<file path="src/design/rtcbcd_pkg.sv">
package rtcbcd_pkg;

	localparam logic [7:0] ANY_MARK  = 8'h80;
	localparam logic [7:0] KEEP_SEC  = 8'h7F;
	localparam logic [7:0] KEEP_H24  = 8'h3F;
	localparam logic [7:0] KEEP_H12  = 8'h1F;
	localparam logic [7:0] KEEP_WDAY = 8'h07;
	localparam logic [7:0] KEEP_DATE = 8'h3F;
	localparam logic [7:0] HOUR_12H  = 8'h40;
	localparam logic [7:0] HOUR_PM   = 8'h20;
	localparam logic [7:0] HOUR_NOON = 8'd12;

	localparam logic MODE_ENCODE = 1'b0;
	localparam logic MODE_DECODE = 1'b1;

	localparam logic [1:0] HALF_NONE = 2'd0;
	localparam logic [1:0] HALF_AM   = 2'd1;
	localparam logic [1:0] HALF_PM   = 2'd2;

	typedef struct packed {
		logic        mode;
		logic [55:0] packet_in;
		logic [7:0]  sec_in;
		logic [7:0]  min_in;
		logic [7:0]  hour24_in;
		logic [7:0]  hour12_in;
		logic        pm_in;
		logic [7:0]  weekday_in;
		logic [7:0]  date_in;
		logic [7:0]  month_in;
		logic [7:0]  year_in;
	} req_item_t;

	typedef struct packed {
		logic [55:0] packet_out;
		logic [7:0]  sec_out;
		logic [7:0]  min_out;
		logic [7:0]  hour24_out;
		logic [7:0]  hour12_out;
		logic [1:0]  half_day;
		logic [7:0]  weekday_out;
		logic [7:0]  date_out;
		logic [7:0]  month_out;
		logic [7:0]  year_out;
	} rsp_item_t;

	typedef struct packed {
		logic [7:0] h24;
		logic [7:0] h12;
		logic [1:0] half;
	} hour_dec_t;

	// quotient by ten through reciprocal 205/2048, exact for all 8-bit values
	function automatic logic [4:0] div10(input logic [7:0] v);
		logic [15:0] p;
		p = 16'(v) * 16'd205;
		return p[15:11];
	endfunction

	// tens digit above fifteen loses its high bits
	function automatic logic [7:0] bcd_pack(input logic [7:0] v);
		logic [4:0] q;
		logic [7:0] r;
		q = div10(v);
		r = v - ({q, 3'b000} + {2'b00, q, 1'b0});
		return {q[3:0], r[3:0]};
	endfunction

	function automatic logic [7:0] enc_masked(input logic [7:0] v, input logic [7:0] keep);
		logic [7:0] res;
		if (v[7]) begin
			res = ANY_MARK;
		end else begin
			res = bcd_pack(v) & keep;
		end
		return res;
	endfunction

	function automatic logic [7:0] bcd_unpack(input logic [7:0] b);
		return {1'b0, b[7:4], 3'b000} + {3'b000, b[7:4], 1'b0} + {4'h0, b[3:0]};
	endfunction

	function automatic logic [7:0] dec_masked(input logic [7:0] b, input logic [7:0] keep);
		logic [7:0] res;
		if (b[7]) begin
			res = ANY_MARK;
		end else begin
			res = bcd_unpack(b & keep);
		end
		return res;
	endfunction

	function automatic logic [7:0] enc_hour(input logic [7:0] h24, input logic [7:0] h12,
			input logic pm, input logic form24);
		logic [7:0] res;
		if (form24) begin
			res = enc_masked(h24, KEEP_H24);
		end else if (h12[7]) begin
			res = ANY_MARK;
		end else begin
			res = enc_masked(h12, KEEP_H12) | HOUR_12H | (pm ? HOUR_PM : 8'h00);
		end
		return res;
	endfunction

	function automatic hour_dec_t dec_hour(input logic [7:0] b);
		hour_dec_t  res;
		logic [7:0] v;
		v = 8'h00;
		if (b[7]) begin
			res.h24  = ANY_MARK;
			res.h12  = ANY_MARK;
			res.half = HALF_NONE;
		end else if ((b & HOUR_12H) != 8'h00) begin
			v = dec_masked(b, KEEP_H12);
			res.h12 = v;
			if ((b & HOUR_PM) != 8'h00) begin
				res.h24  = (v == HOUR_NOON) ? HOUR_NOON : HOUR_NOON + v;
				res.half = HALF_PM;
			end else begin
				res.h24  = (v == HOUR_NOON) ? 8'h00 : v;
				res.half = HALF_AM;
			end
		end else begin
			v = dec_masked(b, KEEP_H24);
			res.h24 = v;
			if (v == 8'h00) begin
				res.h12  = HOUR_NOON;
				res.half = HALF_AM;
			end else if (v == HOUR_NOON) begin
				res.h12  = HOUR_NOON;
				res.half = HALF_PM;
			end else if (v < HOUR_NOON) begin
				res.h12  = v;
				res.half = HALF_AM;
			end else begin
				res.h12  = v - HOUR_NOON;
				res.half = HALF_PM;
			end
		end
		return res;
	endfunction

endpackage

</file>
<file path="src/design/rtcbcd_if.sv">
interface rtcbcd_req_if;
	logic                  valid;
	logic                  ready;
	rtcbcd_pkg::req_item_t data;
	modport source (output valid, output data, input ready);
	modport sink (input valid, input data, output ready);
endinterface

interface rtcbcd_rsp_if;
	logic                  valid;
	logic                  ready;
	rtcbcd_pkg::rsp_item_t data;
	modport source (output valid, output data, input ready);
	modport sink (input valid, input data, output ready);
endinterface

interface rtcbcd_cfg_if;
	logic valid;
	logic ready;
	logic data;
	modport source (output valid, output data, input ready);
	modport sink (input valid, input data, output ready);
endinterface

</file>
<file path="src/design/rtc_bcd_time_packet_codec_top.sv">
// Converts RTC date/time between binary fields and the seven-byte BCD register packet
// (mode 0 encode, mode 1 decode). One item is taken every cycle unless rsp stalls;
// its result goes through the input register, then the result register, to rsp; a
// stalled result register holds back the input register and then the request channel.
// The cfg channel is always ready and sets 24-hour (1, reset value) or 12-hour AM/PM
// hour encoding; write it only while no item is in flight.
module rtc_bcd_time_packet_codec_top (
	input  logic          clk,
	input  logic          arst_n,
	rtcbcd_req_if.sink    req,
	rtcbcd_rsp_if.source  rsp,
	rtcbcd_cfg_if.sink    cfg
);

	logic                  write_24_hour_q;
	logic                  valid_s1;
	rtcbcd_pkg::req_item_t item_s1;
	logic                  rsp_valid_q;
	rtcbcd_pkg::rsp_item_t result_q;
	rtcbcd_pkg::rsp_item_t result_c;
	logic                  advance;
	logic                  take;

	assign cfg.ready = 1'b1;
	assign advance   = !rsp_valid_q || rsp.ready;
	assign req.ready = !valid_s1 || advance;
	assign take      = req.valid && req.ready;
	assign rsp.valid = rsp_valid_q;
	assign rsp.data  = result_q;

	always_ff @(posedge clk or negedge arst_n) begin
		if (!arst_n) begin
			write_24_hour_q <= 1'b1;
		end else if (cfg.valid) begin
			write_24_hour_q <= cfg.data;
		end
	end

	always_ff @(posedge clk or negedge arst_n) begin
		if (!arst_n) begin
			valid_s1    <= 1'b0;
			rsp_valid_q <= 1'b0;
		end else begin
			if (take) begin
				valid_s1 <= 1'b1;
			end else if (advance) begin
				valid_s1 <= 1'b0;
			end
			if (advance) begin
				rsp_valid_q <= valid_s1;
			end
		end
	end

	always_ff @(posedge clk) begin
		if (take) begin
			item_s1 <= req.data;
		end
		if (advance && valid_s1) begin
			result_q <= result_c;
		end
	end

	always_comb begin
		rtcbcd_pkg::hour_dec_t hd;
		logic [55:0]           p;
		result_c = '0;
		hd = rtcbcd_pkg::dec_hour(item_s1.packet_in[23:16]);
		p  = item_s1.packet_in;
		if (item_s1.mode == rtcbcd_pkg::MODE_ENCODE) begin
			result_c.packet_out = {
				rtcbcd_pkg::bcd_pack(item_s1.year_in),
				rtcbcd_pkg::enc_masked(item_s1.month_in, rtcbcd_pkg::KEEP_DATE),
				rtcbcd_pkg::enc_masked(item_s1.date_in, rtcbcd_pkg::KEEP_DATE),
				rtcbcd_pkg::enc_masked(item_s1.weekday_in, rtcbcd_pkg::KEEP_WDAY),
				rtcbcd_pkg::enc_hour(item_s1.hour24_in, item_s1.hour12_in, item_s1.pm_in,
					write_24_hour_q),
				rtcbcd_pkg::enc_masked(item_s1.min_in, rtcbcd_pkg::KEEP_SEC),
				rtcbcd_pkg::enc_masked(item_s1.sec_in, rtcbcd_pkg::KEEP_SEC)
			};
		end else begin
			result_c.sec_out     = rtcbcd_pkg::dec_masked(p[7:0], rtcbcd_pkg::KEEP_SEC);
			result_c.min_out     = rtcbcd_pkg::dec_masked(p[15:8], rtcbcd_pkg::KEEP_SEC);
			result_c.hour24_out  = hd.h24;
			result_c.hour12_out  = hd.h12;
			result_c.half_day    = hd.half;
			result_c.weekday_out = rtcbcd_pkg::dec_masked(p[31:24], rtcbcd_pkg::KEEP_WDAY);
			result_c.date_out    = rtcbcd_pkg::dec_masked(p[39:32], rtcbcd_pkg::KEEP_DATE);
			result_c.month_out   = rtcbcd_pkg::dec_masked(p[47:40], rtcbcd_pkg::KEEP_DATE);
			result_c.year_out    = rtcbcd_pkg::bcd_unpack(p[55:48]);
		end
	end

endmodule

</file>
<file path="src/flat_wrapper.sv">
// flat-port wrapper written by rule: the top's interface ports become plain ports
module rtc_bcd_time_packet_codec_top_flat 
  (clk, arst_n, req_valid, req_data, req_ready, rsp_valid, rsp_data, rsp_ready, cfg_valid, cfg_data, cfg_ready);
  rtcbcd_req_if req_i ();
  rtcbcd_rsp_if rsp_i ();
  rtcbcd_cfg_if cfg_i ();
  input  logic clk;
  input  logic arst_n;
  input wire logic [$bits(req_i.valid)-1:0] req_valid;
  input wire logic [$bits(req_i.data)-1:0] req_data;
  output wire logic [$bits(req_i.ready)-1:0] req_ready;
  output wire logic [$bits(rsp_i.valid)-1:0] rsp_valid;
  output wire logic [$bits(rsp_i.data)-1:0] rsp_data;
  input wire logic [$bits(rsp_i.ready)-1:0] rsp_ready;
  input wire logic [$bits(cfg_i.valid)-1:0] cfg_valid;
  input wire logic [$bits(cfg_i.data)-1:0] cfg_data;
  output wire logic [$bits(cfg_i.ready)-1:0] cfg_ready;
  assign req_i.valid = req_valid;
  assign req_i.data = req_data;
  assign req_ready = req_i.ready;
  assign rsp_valid = rsp_i.valid;
  assign rsp_data = rsp_i.data;
  assign rsp_i.ready = rsp_ready;
  assign cfg_i.valid = cfg_valid;
  assign cfg_i.data = cfg_data;
  assign cfg_ready = cfg_i.ready;
  rtc_bcd_time_packet_codec_top u_core (.clk(clk), .arst_n(arst_n), .req(req_i), .rsp(rsp_i), .cfg(cfg_i));
endmodule
</file>
<file path="config.mk">
export PLATFORM = sky130hd
export DESIGN_NAME = rtc_bcd_time_packet_codec_top_flat
export DESIGN_NICKNAME = d
export VERILOG_FILES = /design/src/design/rtcbcd_pkg.sv /design/src/design/rtcbcd_if.sv /design/src/design/rtc_bcd_time_packet_codec_top.sv /design/src/flat_wrapper.sv
export SDC_FILE = /design/constraint.sdc
export NUM_CORES = 1
export LEC_CHECK = 0
export BUFFER_PORTS_ARGS = -buffer_cell sky130_fd_sc_hd__buf_2
export CORE_UTILIZATION = 59
export DETAILED_ROUTE_END_ITERATION = 16
export GPL_ROUTABILITY_DRIVEN = 0
export PLACE_DENSITY = 0.82
export SYNTH_ARGS = -nofsm -noshare
export SYNTH_HDL_FRONTEND = slang
export SYNTH_SLANG_ARGS = --single-unit
</file>
<file path="constraint.sdc">
create_clock -name clk -period 6.11 [get_ports clk]
set_clock_uncertainty 0.15 [all_clocks]
set_input_delay 1.222 -clock clk [delete_from_list [all_inputs] [get_ports clk]]
set_output_delay 1.222 -clock clk [all_outputs]
set_load 0.02 [all_outputs]
</file>
==> results of run 1 <==
==> power groups by stage <==
stage / Clock (µW) / Sequential (µW) / Combinational (µW)
after floorplan: 0 / 2160 / 2290
after detailed placement: 0 / 2040 / 3100
after global placement: 0 / 2040 / 2970
after global routing: 1620 / 2020 / 3550
final: 1540 / 2010 / 3130
after CTS: 1580 / 2010 / 3160
==> flip-flops by register name (all words and copies together), names as in the netlist <==
signal                  cells
u_core.rsp.valid            1
u_core.write_24_hour_q      1
u_core.valid_s1             1
u_core.item_s1            116
u_core.rsp.data           108
==> cell type report <==
class	count	area [µm²]
multi-input combinational	922	9300
fill	2044	9030
sequential	227	6800
timing repair buffer	236	1190
inverter	277	1040
clock buffer	28	679
tap	384	480
clock inverter	20	171
antenna	3	7.51
==> cell usage after synthesis (6+ instances only) <==
cell | count | area (µm²)
a211oi_1 | 11 | 82.6
a21o_1 | 20 | 150
a21oi_1 | 31 | 155
and2_1 | 29 | 181
buf_4 | 15 | 113
clkbuf_1 | 8 | 30.0
edfxtp_1 | 224 | 6730
fa_1 | 94 | 1880
ha_1 | 328 | 4100
inv_1 | 277 | 1040
mux2i_1 | 8 | 80.1
nand2_1 | 27 | 101
nand2b_1 | 13 | 81.3
nand3_1 | 8 | 40.0
nand4_1 | 6 | 37.5
nor2_1 | 83 | 312
nor2b_1 | 20 | 125
nor3_1 | 17 | 85.1
nor3b_1 | 10 | 75.1
o21a_1 | 10 | 75.1
o21ai_0 | 13 | 65.1
o21ai_1 | 8 | 40.0
o21bai_1 | 6 | 45.0
xnor2_1 | 63 | 552
xor2_1 | 30 | 263
==> worst max-delay path, delay by kind of cell, from the launching register on <==
| kind | cells | cell delay [ns] |
|---|---|---|
| adders and majority gates | 6 | 2.43 |
| AOI/OAI and AO/OA | 6 | 1.29 |
| and+or+nand+nor | 4 | 0.91 |
| DFF | 1 | 0.45 |
| buffers and inverters | 4 | 0.22 |
| xor gates and xnor gates | 1 | 0.16 |
==> cell families after synthesis <==
kind of cell               synth area share [%]
muxes                                     0.595
buffers and inverters                      6.90
adders and majority gates                  34.7
DFF                                        39.5
and+or+nand+nor                            6.88
other                                    0.0436
AOI/OAI and AO/OA                          6.03
xor gates and xnor gates                   5.34
==> through the flow <==
stage          instances  hold slack (ns)  setup WS [ns]  total power (µW)  utilization, %
2_1_floorplan       1451            0.299          0.740              4460               -
3_3_place_gp        2046            0.318          0.494              5010            65.5
3_5_place_dp        2046            0.341          0.413              5140            65.5
4_1_cts             2094            0.314          0.397              6740            68.5
5_1_grt             2097            0.322         0.0574              7200            68.5
6_report            2097            0.338          0.368              6670            68.5
==> worst max path at each step <==
stage                            start                   end  slack [ns]
floorplan            u_core.item_s1[1]  u_core.rsp.data[117]        0.74
CTS                  u_core.item_s1[1]  u_core.rsp.data[117]        0.40
detailed placement   u_core.item_s1[1]  u_core.rsp.data[117]        0.41
finish               u_core.item_s1[1]  u_core.rsp.data[117]        0.37
global route        u_core.item_s1[42]   u_core.rsp.data[85]        0.06
global placement     u_core.item_s1[1]  u_core.rsp.data[117]        0.49
==> routing by layer <==
| layer | global-route usage [%] | share of wire (%) | vias to the layer above |
|---|---|---|---|
| li1 | - | - | 5395 |
| met1 | 26.8 | 41 | 5345 |
| met2 | 42.6 | 52 | 242 |
| met3 | 3.06 | 3.6 | 66 |
| met4 | 8.59 | 3.3 | 0 |
| met5 | 0 | 0 | - |
==> out/metrics.csv, run 1 <==
stage,metric,value,unit
outcome,outcome,completed,
setup_path,path_cells,ha_1 -> inv_1 -> fa_1 -> inv_1 -> fa_1 -> inv_1 -> fa_1 -> inv_1 -> ha_1 -> or3_4 -> a221oi_2 -> o21a_1 -> o21bai_1 -> xor2_1 -> ha_1 -> nor3b_2 -> nor3_1 -> a221oi_1 -> nand3_1 -> a211o_1 -> a21oi_1,
drt,wl_per_cell,15.9,µm
drt,dr_total_vias,11048,
sta,fin_crit_sh,94.0,%
die,num_rows,62,
synthesis,syn_area_per_cell,12.0,µm²
global_route,grt_pass1_wl,55.0,mm
clocking,cts.repair.resized,0,
drt,post-route-drc-count,0,
run,max-cap-violations,0,
sta,slew_violations,0,
setup_path,crit_slowest_cell,fa_1,
finish,syn2layout_area_growth,14.1,%
drt,dr.pass1.iters,5,
clocking,cts_setup_buffers,0,
setup_path,r2r_end,u_core.rsp.data[117],
sta,hold_viol_final,0,
setup_path,crit_top_cell,inv_1,
global_route,grt.overflow.total,0,
synthesis,ys_warn_count,0,
clocking,htreeDepth,1,
clocking,cts_made_buffers,26,
setup_path,cp-end-kind,flop,
synthesis,synth-seq-cells,227,
sta,fmax,174,MHz
setup_path,worstRegToRegCells,21,
die,die_h,173,µm
finish,final_cell_mix,"ha_1 (328), inv_1 (277), buf_2 (231)",
setup_path,rrSetupSlack,0.37,ns
worst_hold_path,hold_class,input port to asynchronous set/reset pin,
placed_design,dp_hpwl,26.6,mm
setup_path,critPathMaxStageDelay,0.53,ns
synthesis,ys_seq_area_share,39.5,%
sta,setup_viol,0,
power,clkPwrFrac,23.0,%
synthesis,syn_area,0.0172,mm²
die,design.core.area,0.0287,mm²
drt,drt-initial-drc-count,437,
power,leakage,0.00961,µW
power,power_frac_seq,30.1,%
placed_design,io_buffer_count,231,
drt,routed_wl,33.4,mm
sta,worstMarginPinSlew,1.05,ns
setup_path,required,6.35,ns
finish,drive_gt1_share,17.7,%
synthesis,synth_edf_count,224,
sta,fin_setup_tns,0,ns
placed_design,place_area,0.0188,mm²
power,internal_power,4240,µW
die,io_pins,253,
setup_path,r2r-start,u_core.item_s1[1],
global_route,grt_max_degree,74,
setup_path,cp-start-kind,flop,
power,vdd_drop_max,0.000276,V
finish,final_common_cell,ha_1,
clocking,cts_hold_buf,0,
die,fp.dieW,173,µm
synthesis,yosysUniqueCellTypes,67,
global_route,antenna_found_initial,3,
power,switching_share,36.4,%
power,combPwrFrac,46.9,%
clocking,cts_tree,done,
power,p_switching,2430,µW
synthesis,syn_inst,1438,
clocking,ctsLongestPathBuffers,3,
sta,rsz0062_at_grt,false,
clocking,clkLatencyLatePin,0.53,ns
global_route,grt_usage,22.9,%
sta,relSlewSlack,29.8,%
setup_path,critPathKind,flop to flop,
die,dieArea,0.0299,mm²
sta,min_period,5.74,ns
setup_path,arrival,5.98,ns
drt,final_antenna_net_count,0,
finish,final_area,0.0197,mm²
global_route,grt_pass1_vias,11796,
drt,viasPerCell,5.27,
clocking,cts_root_buf,clkbuf_16,
synthesis,synth_top_flop_cell,edfxtp_1,
setup_path,cp_max_fo,4,
power,power_per_cell_area,339,mW/mm²
finish,fin_nets,2240,
die,initial_core_util,60.0,%
synthesis,synth-async-reset-ratio,1.32,%
clocking,numClockSinks,227,
clocking,clk_pin_slew,0.06,ns
(Power assumes the default switching activity.)
==> run 2, diff against run 1 <==
- ABC_AREA: not set -> 1
==> out/metrics.csv, run 2 <==
stage,metric,value,unit,change
finish,final_common_cell,inv_1,,was ha_1
synthesis,yosysUniqueCellTypes,45,,was 67
synthesis,synth_common_cells,"inv_1 (376), ha_1 (328), edfxtp_1 (224), nand2_1 (177), nor2_1 (129)",,"was ha_1 (328), inv_1 (277), edfxtp_1 (224), fa_1 (94), nor2_1 (83)"
sta,fmax,193,MHz,was 174 MHz
power,vdd_drop_max,0.000345,V,was 0.000276 V
setup_path,cp-end-kind,flop,,unchanged
die,dieArea,0.0300,mm²,was 0.0299 mm²
finish,largest-register,u_core.item_s1,,unchanged
global_route,grt_usage,24.6,%,was 22.9%
clocking,cts_hold_buf,0,,unchanged
clocking,numClockSinks,227,,unchanged
finish,largest_register_ff_count,116,,unchanged
synthesis,synth.most_common_cell,inv_1,,was ha_1
drt,routed_wl,35.8,mm,was 33.4 mm
drt,dr_total_vias,11890,,"was 11,048"
finish,final_cells,2299,,"was 2,097"
synthesis,synth-async-reset-ratio,1.32,%,unchanged
placed_design,dp_hpwl,28.9,mm,was 26.6 mm
drt,wl_per_cell,15.6,µm,was 15.9 µm
setup_path,rrSetupSlack,0.94,ns,was 0.37 ns
outcome,outcome,completed,,unchanged
setup_path,required,6.24,ns,was 6.35 ns
setup_path,arrival,5.30,ns,was 5.98 ns
drt,post-route-drc-count,0,,unchanged
setup_path,worstRegToRegCells,24,,was 21
synthesis,synth_top_area_cell,edfxtp_1,,unchanged
setup_path,r2r-start,u_core.item_s1[17],,was u_core.item_s1[1]
drt,viasPerCell,5.17,,was 5.27
clocking,htreeDepth,1,,unchanged
synthesis,yosys-top-cells-area,"edfxtp_1 (39%), ha_1 (24%), fa_1 (11%)",,unchanged
synthesis,ys_warn_count,0,,unchanged
synthesis,syn_area,0.0173,mm²,was 0.0172 mm²
finish,utilization,68.7,%,was 68.5%
synthesis,syn_inst,1637,,"was 1,438"
sta,relSlewSlack,32.1,%,was 29.8%
finish,drive_gt1_share,15.8,%,was 17.7%
finish,syn2layout_area_growth,14.2,%,was 14.1%
drt,drt-initial-drc-count,538,,was 437
power,p_total,6900,µW,was 6670 µW
finish,fill_cells,2089,,"was 2,044"
sta,worstMarginPinSlew,1.02,ns,was 1.05 ns
sta,fin_crit_sh,84.6,%,was 94.0%
clocking,cts_made_buffers,25,,was 26
placed_design,dp_cells,2250,,"was 2,046"
global_route,grt.overflow.total,0,,unchanged
clocking,cts_tree,done,,unchanged
synthesis,syn_area_per_cell,10.6,µm²,was 12.0 µm²
sta,hold_viol_final,0,,unchanged
clocking,cts_root_buf,clkbuf_16,,unchanged
sta,setup_viol,0,,unchanged
synthesis,synth-seq-cells,227,,unchanged
global_route,antenna_found_initial,9,,was 3
clocking,clk_pin_slew,0.06,ns,about the same
clocking,cts.repair.resized,0,,unchanged
die,design.core.area,0.0288,mm²,was 0.0287 mm²
drt,final_antenna_net_count,0,,unchanged
sta,rsz0062_at_grt,false,,unchanged
global_route,grt_pass1_wl,59.1,mm,was 55.0 mm
finish,fin_nets,2443,,"was 2,240"
placed_design,io_buffer_count,231,,unchanged
setup_path,r2r_end,u_core.rsp.data[101],,was u_core.rsp.data[117]
clocking,cts_setup_buffers,0,,unchanged
finish,final_cell_mix,"inv_1 (375), ha_1 (328), buf_2 (231)",,"was ha_1 (328), inv_1 (277), buf_2 (231)"
power,leakage,0.0102,µW,was 0.00961 µW
global_route,grt_max_degree,73,,was 74
power,power_per_cell_area,349,mW/mm²,was 339 mW/mm²
sta,min_period,5.17,ns,was 5.74 ns
die,io_pins,253,,unchanged
global_route,grt_pass1_vias,12718,,"was 11,796"
run,max-cap-violations,0,,unchanged
clocking,ctsLongestPathBuffers,3,,unchanged
die,initial_core_util,60.1,%,was 60.0%
finish,multiInputGateArea,0.00898,mm²,was 0.00930 mm²
setup_path,cp_max_fo,4,,unchanged
die,fp.dieW,173,µm,about the same
worst_hold_path,hold_class,input port to asynchronous set/reset pin,,unchanged
sta,slew_violations,0,,unchanged
synthesis,synth_top_flop_cell,edfxtp_1,,unchanged
die,num_rows,62,,unchanged
sta,fin_setup_tns,0,ns,unchanged
finish,seqCellArea,0.00680,mm²,unchanged
synthesis,synth_edf_count,224,,unchanged
drt,dr.pass1.iters,5,,unchanged
clocking,clkLatencyLatePin,0.52,ns,was 0.53 ns
die,die_h,173,µm,about the same
synthesis,ys_seq_area_share,39.3,%,was 39.5%
setup_path,cp-start-kind,flop,,unchanged
setup_path,critPathKind,flop to flop,,unchanged
synthesis,synth.top_cell.area_share,38.9,%,was 39.0%
## run 2: logic make-up (layout without fill, tap and decap cells)
| logic type | after synthesis | after routing | synth area share (%) |
|---|---|---|---|
| flip-flops | 227 | 227 | 39.3 |
| XOR/XNOR | 66 | 66 | 3.45 |
| buffers and inverters | 406 | 667 | 9.15 |
| AND/OR/NAND/NOR | 389 | 389 | 9.38 |
| other | 2 | 19 | 0.0434 |
| AO/OA/AOI/OAI | 125 | 125 | 4.08 |
| adder cells (fa/ha/maj) | 422 | 422 | 34.6 |
## run 2: worst max-delay path: stages (launching register included)
cell and delay, ns:
edfxtp_1 0.45, ha_1 0.35, inv_1 0.08, fa_1 0.53, inv_1 0.06, fa_1 0.53, inv_1 0.05, fa_1 0.54
inv_1 0.04, ha_1 0.32, a21oi_1 0.18, nor2_1 0.06, nor2_1 0.10, nand2_1 0.07, nand2_1 0.07, nand2_1 0.06
xnor2_1 0.19, inv_1 0.07, ha_1 0.21, xnor2_1 0.20, xor2_1 0.21, xor2_1 0.23, nand2_1 0.08, nand2_1 0.06
nor2_1 0.04
## run 2: how the worst max path moves through the flow
stage / start / end / slack [ns]
2_1_floorplan: rsp_ready / u_core.rsp.data[0] / 1.09
3_3_place_gp: u_core.item_s1[42] / u_core.rsp.data[85] / 1.14
3_5_place_dp: u_core.item_s1[17] / u_core.rsp.data[101] / 0.97
4_1_cts: u_core.item_s1[17] / u_core.rsp.data[101] / 0.95
5_1_grt: u_core.item_s1[17] / u_core.rsp.data[101] / 0.66
6_report: u_core.item_s1[17] / u_core.rsp.data[101] / 0.94
## run 2: routing by layer
| metal | track usage [%] | part of all wire (%) | vias to the layer above |
|---|---|---|---|
| li1 | - | - | 5826 |
| met1 | 28.7 | 41 | 5610 |
| met2 | 44.0 | 50 | 332 |
| met3 | 4.74 | 5.2 | 112 |
| met4 | 10.9 | 4.4 | 10 |
| met5 | 0 | 0.17 | - |
## run 2: per-stage QoR
stage / hold WS [ns] / setup slack (ns) / instance area [µm²]
finish: 0.340 / 0.938 / 19800
global route: 0.318 / 0.660 / 19800
CTS: 0.316 / 0.950 / 19800
detailed placement: 0.355 / 0.973 / 18900
global placement: 0.338 / 1.14 / 18900
floorplan: 0.307 / 1.09 / 17400
## run 2: where the power goes
part           total (µW)  switching [µW]  internal, µW
Clock                1550             623           926
Sequential           2060            91.8          1960
Combinational        3300            1980          1320
Total                6900            2700          4210
## run 2: cell type report
| type | instances | share of cell area, % |
|---|---|---|
| multi-input combinational | 1017 | 45.4 |
| inverter | 387 | 7.38 |
| tap | 384 | 2.43 |
| clock inverter | 17 | 1.05 |
| clock buffer | 28 | 3.22 |
| antenna | 4 | 0.0507 |
| sequential | 227 | 34.4 |
| timing repair buffer | 235 | 6.00 |
==> run 3, diff against run 2 <==
- clock period: 6.11 -> 4.99 ns (I/O delays scaled with it)
==> out/metrics.csv, run 3 (same netlist as run 2, synthesis figures left out) <==
stage,metric,value,unit,change
clocking,cts_made_buffers,26,,was 25
sta,fin_crit_sh,97.6,%,was 84.6%
drt,routed_wl,38.3,mm,was 35.8 mm
drt,dr_total_vias,12333,,"was 11,890"
sta,fin_setup_tns,0,ns,unchanged
drt,final_antenna_net_count,0,,unchanged
sta,hold_slack,0.113,ns,was 0.340 ns
die,dieArea,0.0300,mm²,unchanged
setup_path,cp-end-kind,flop,,unchanged
finish,final_cell_mix,"inv_1 (366), ha_1 (301), buf_2 (231)",,"was inv_1 (375), ha_1 (328), buf_2 (231)"
global_route,antenna_found_initial,7,,was 9
setup_path,path_cells,ha_4 -> inv_1 -> fa_1 -> inv_1 -> fa_1 -> inv_1 -> fa_1 -> inv_1 -> ha_4 -> a21oi_2 -> nor2_1 -> nor3b_2 -> nand2_1 -> nand3_2 -> nand2_1 -> a21oi_2 -> ha_1 -> nand2_2 -> a31o_4 -> nand3_1 -> nand2_1 -> nor2_1,,was ha_1 -> inv_1 -> fa_1 -> inv_1 -> fa_1 -> inv_1 -> fa_1 -> inv_1 -> ha_1 -> a21oi_1 -> nor2_1 -> nor2_1 -> nand2_1 -> nand2_1 -> nand2_1 -> xnor2_1 -> inv_1 -> ha_1 -> xnor2_1 -> xor2_1 -> xor2_1 -> nand2_1 -> nand2_1 -> nor2_1
finish,largest_register_ff_count,116,,unchanged
finish,drive_gt1_share,22.0,%,was 15.8%
clocking,clkLatencyLatePin,0.53,ns,was 0.52 ns
setup_path,worstRegToRegCells,22,,was 24
sta,slew_violations,0,,unchanged
power,leakage,0.0105,µW,was 0.0102 µW
setup_path,r2r_end,u_core.rsp.data[69],,was u_core.rsp.data[101]
finish,utilization,71.7,%,was 68.7%
setup_path,cp_max_fo,3,,was 4
finish,final_common_cell,inv_1,,unchanged
placed_design,io_buffer_count,231,,unchanged
die,design.core.area,0.0288,mm²,unchanged
setup_path,crit_top_cell,inv_1,,
global_route,grt_pass1_vias,12524,,"was 12,718"
setup_path,arrival,5.01,ns,was 5.30 ns
power,vdd_drop_max,0.000362,V,was 0.000345 V
drt,viasPerCell,5.24,,was 5.17
setup_path,r2r-start,u_core.item_s1[58],,was u_core.item_s1[17]
placed_design,place_area,0.0190,mm²,was 0.0189 mm²
drt,wl_per_cell,16.2,µm,was 15.6 µm
clocking,cts_hold_buf,0,,unchanged
die,initial_core_util,60.1,%,unchanged
setup_path,cp-start-kind,flop,,unchanged
sta,relSlewSlack,29.6,%,was 32.1%
sta,setup_viol,0,,unchanged
finish,fin_nets,2500,,"was 2,443"
die,die_h,173,µm,unchanged
die,num_rows,62,,unchanged
drt,dr.pass1.iters,5,,unchanged
outcome,outcome,completed,,unchanged
sta,worstMarginPinSlew,1.05,ns,was 1.02 ns
finish,final_area,0.0206,mm²,was 0.0198 mm²
run,max-cap-violations,0,,unchanged
setup_path,crit_slowest_cell,fa_1,,unchanged
finish,largest-register,u_core.item_s1,,unchanged
placed_design,dp_hpwl,28.8,mm,was 28.9 mm
global_route,grt.overflow.total,0,,unchanged
drt,drt-initial-drc-count,639,,was 538
die,fp.dieW,173,µm,unchanged
die,io_pins,253,,unchanged
clocking,clk_pin_slew,0.06,ns,about the same
global_route,grt_pass1_wl,58.7,mm,was 59.1 mm
clocking,cts_root_buf,clkbuf_16,,unchanged
finish,final_cells,2355,,"was 2,299"
clocking,htreeDepth,1,,unchanged
sta,rsz0062_at_grt,true,,was false
setup_path,rrSetupSlack,0.12,ns,was 0.94 ns
setup_path,cp-startpoint,u_core.item_s1[58],,was u_core.item_s1[17]
sta,min_period,4.87,ns,was 5.17 ns
global_route,grt_max_degree,77,,was 73
global_route,grt_usage,24.4,%,was 24.6%
setup_path,critPathMaxStageDelay,0.53,ns,was 0.54 ns
drt,post-route-drc-count,0,,unchanged
power,power_per_cell_area,440,mW/mm²,was 349 mW/mm²
clocking,ctsLongestPathBuffers,3,,unchanged
setup_path,critPathKind,flop to flop,,unchanged
finish,syn2layout_area_growth,19.2,%,was 14.2%
worst_hold_path,hold_class,input port to asynchronous set/reset pin,,unchanged
clocking,numClockSinks,227,,unchanged
setup_path,crit_end,u_core.rsp.data[69],,was u_core.rsp.data[101]
placed_design,dp_cells,2265,,"was 2,250"
setup_path,required,5.13,ns,was 6.24 ns
sta,hold_viol_final,0,,unchanged
sta,fmax,205,MHz,was 193 MHz
clocking,cts_tree,done,,unchanged
## run 3: worst min path at each step
stage | start | to | cells after the start
floorplan | u_core.valid_s1 | u_core.rsp.valid | 2
CTS | arst_n | u_core.valid_s1 | 1
global route | arst_n | u_core.valid_s1 | 1
finish | arst_n | u_core.valid_s1 | 1
detailed placement | u_core.valid_s1 | u_core.rsp.valid | 2
global placement | u_core.valid_s1 | u_core.rsp.valid | 2
## run 3: cell type report
type	count	area, µm²
antenna	3	7.51
inverter	387	1460
clock buffer	31	691
fill	1916	8150
multi-input combinational	1017	9430
tap	384	480
sequential	227	6800
clock inverter	15	151
timing repair buffer	291	1610
## run 3: what timing repair did
action                     CTS  global route
gates resized for setup      3            74
pin swaps                    4            61
setup endpoints to repair    3             7
setup buffers               10            31
## run 3: report_power, final
part / internal [µW] / switching (µW)
sequential: 2400 / 116
clock: 1090 / 785
combinational: 1970 / 2710
total: 5470 / 3610
## run 3: worst max-delay path: cells and delay by family (launching register included)
| family | cells | cell delay (ns) |
|---|---|---|
| buf+inv | 4 | 0.24 |
| flops | 1 | 0.45 |
| simple gates | 9 | 1.02 |
| fa+ha+maj | 6 | 2.37 |
| compound gates | 3 | 0.39 |
## run 3: per-stage QoR
| stage | setup slack, ns | total power [µW] |
|---|---|---|
| after detailed placement | -0.0418 | 6590 |
| final | 0.118 | 9080 |
| after global placement | 0.0851 | 6360 |
| after floorplan | 0.197 | 5610 |
| after global routing | -0.135 | 9820 |
| after CTS | -0.00940 | 8630 |
## run 3: routing by layer
| layer | up-vias | GRT usage [%] | part of all wire, % |
|---|---|---|---|
| met5 | - | 0 | 0.12 |
| met4 | 8 | 8.52 | 3.8 |
| met3 | 100 | 4.21 | 4.9 |
| met2 | 337 | 44.2 | 51 |
| met1 | 5950 | 29.2 | 40 |
| li1 | 5938 | - | - |
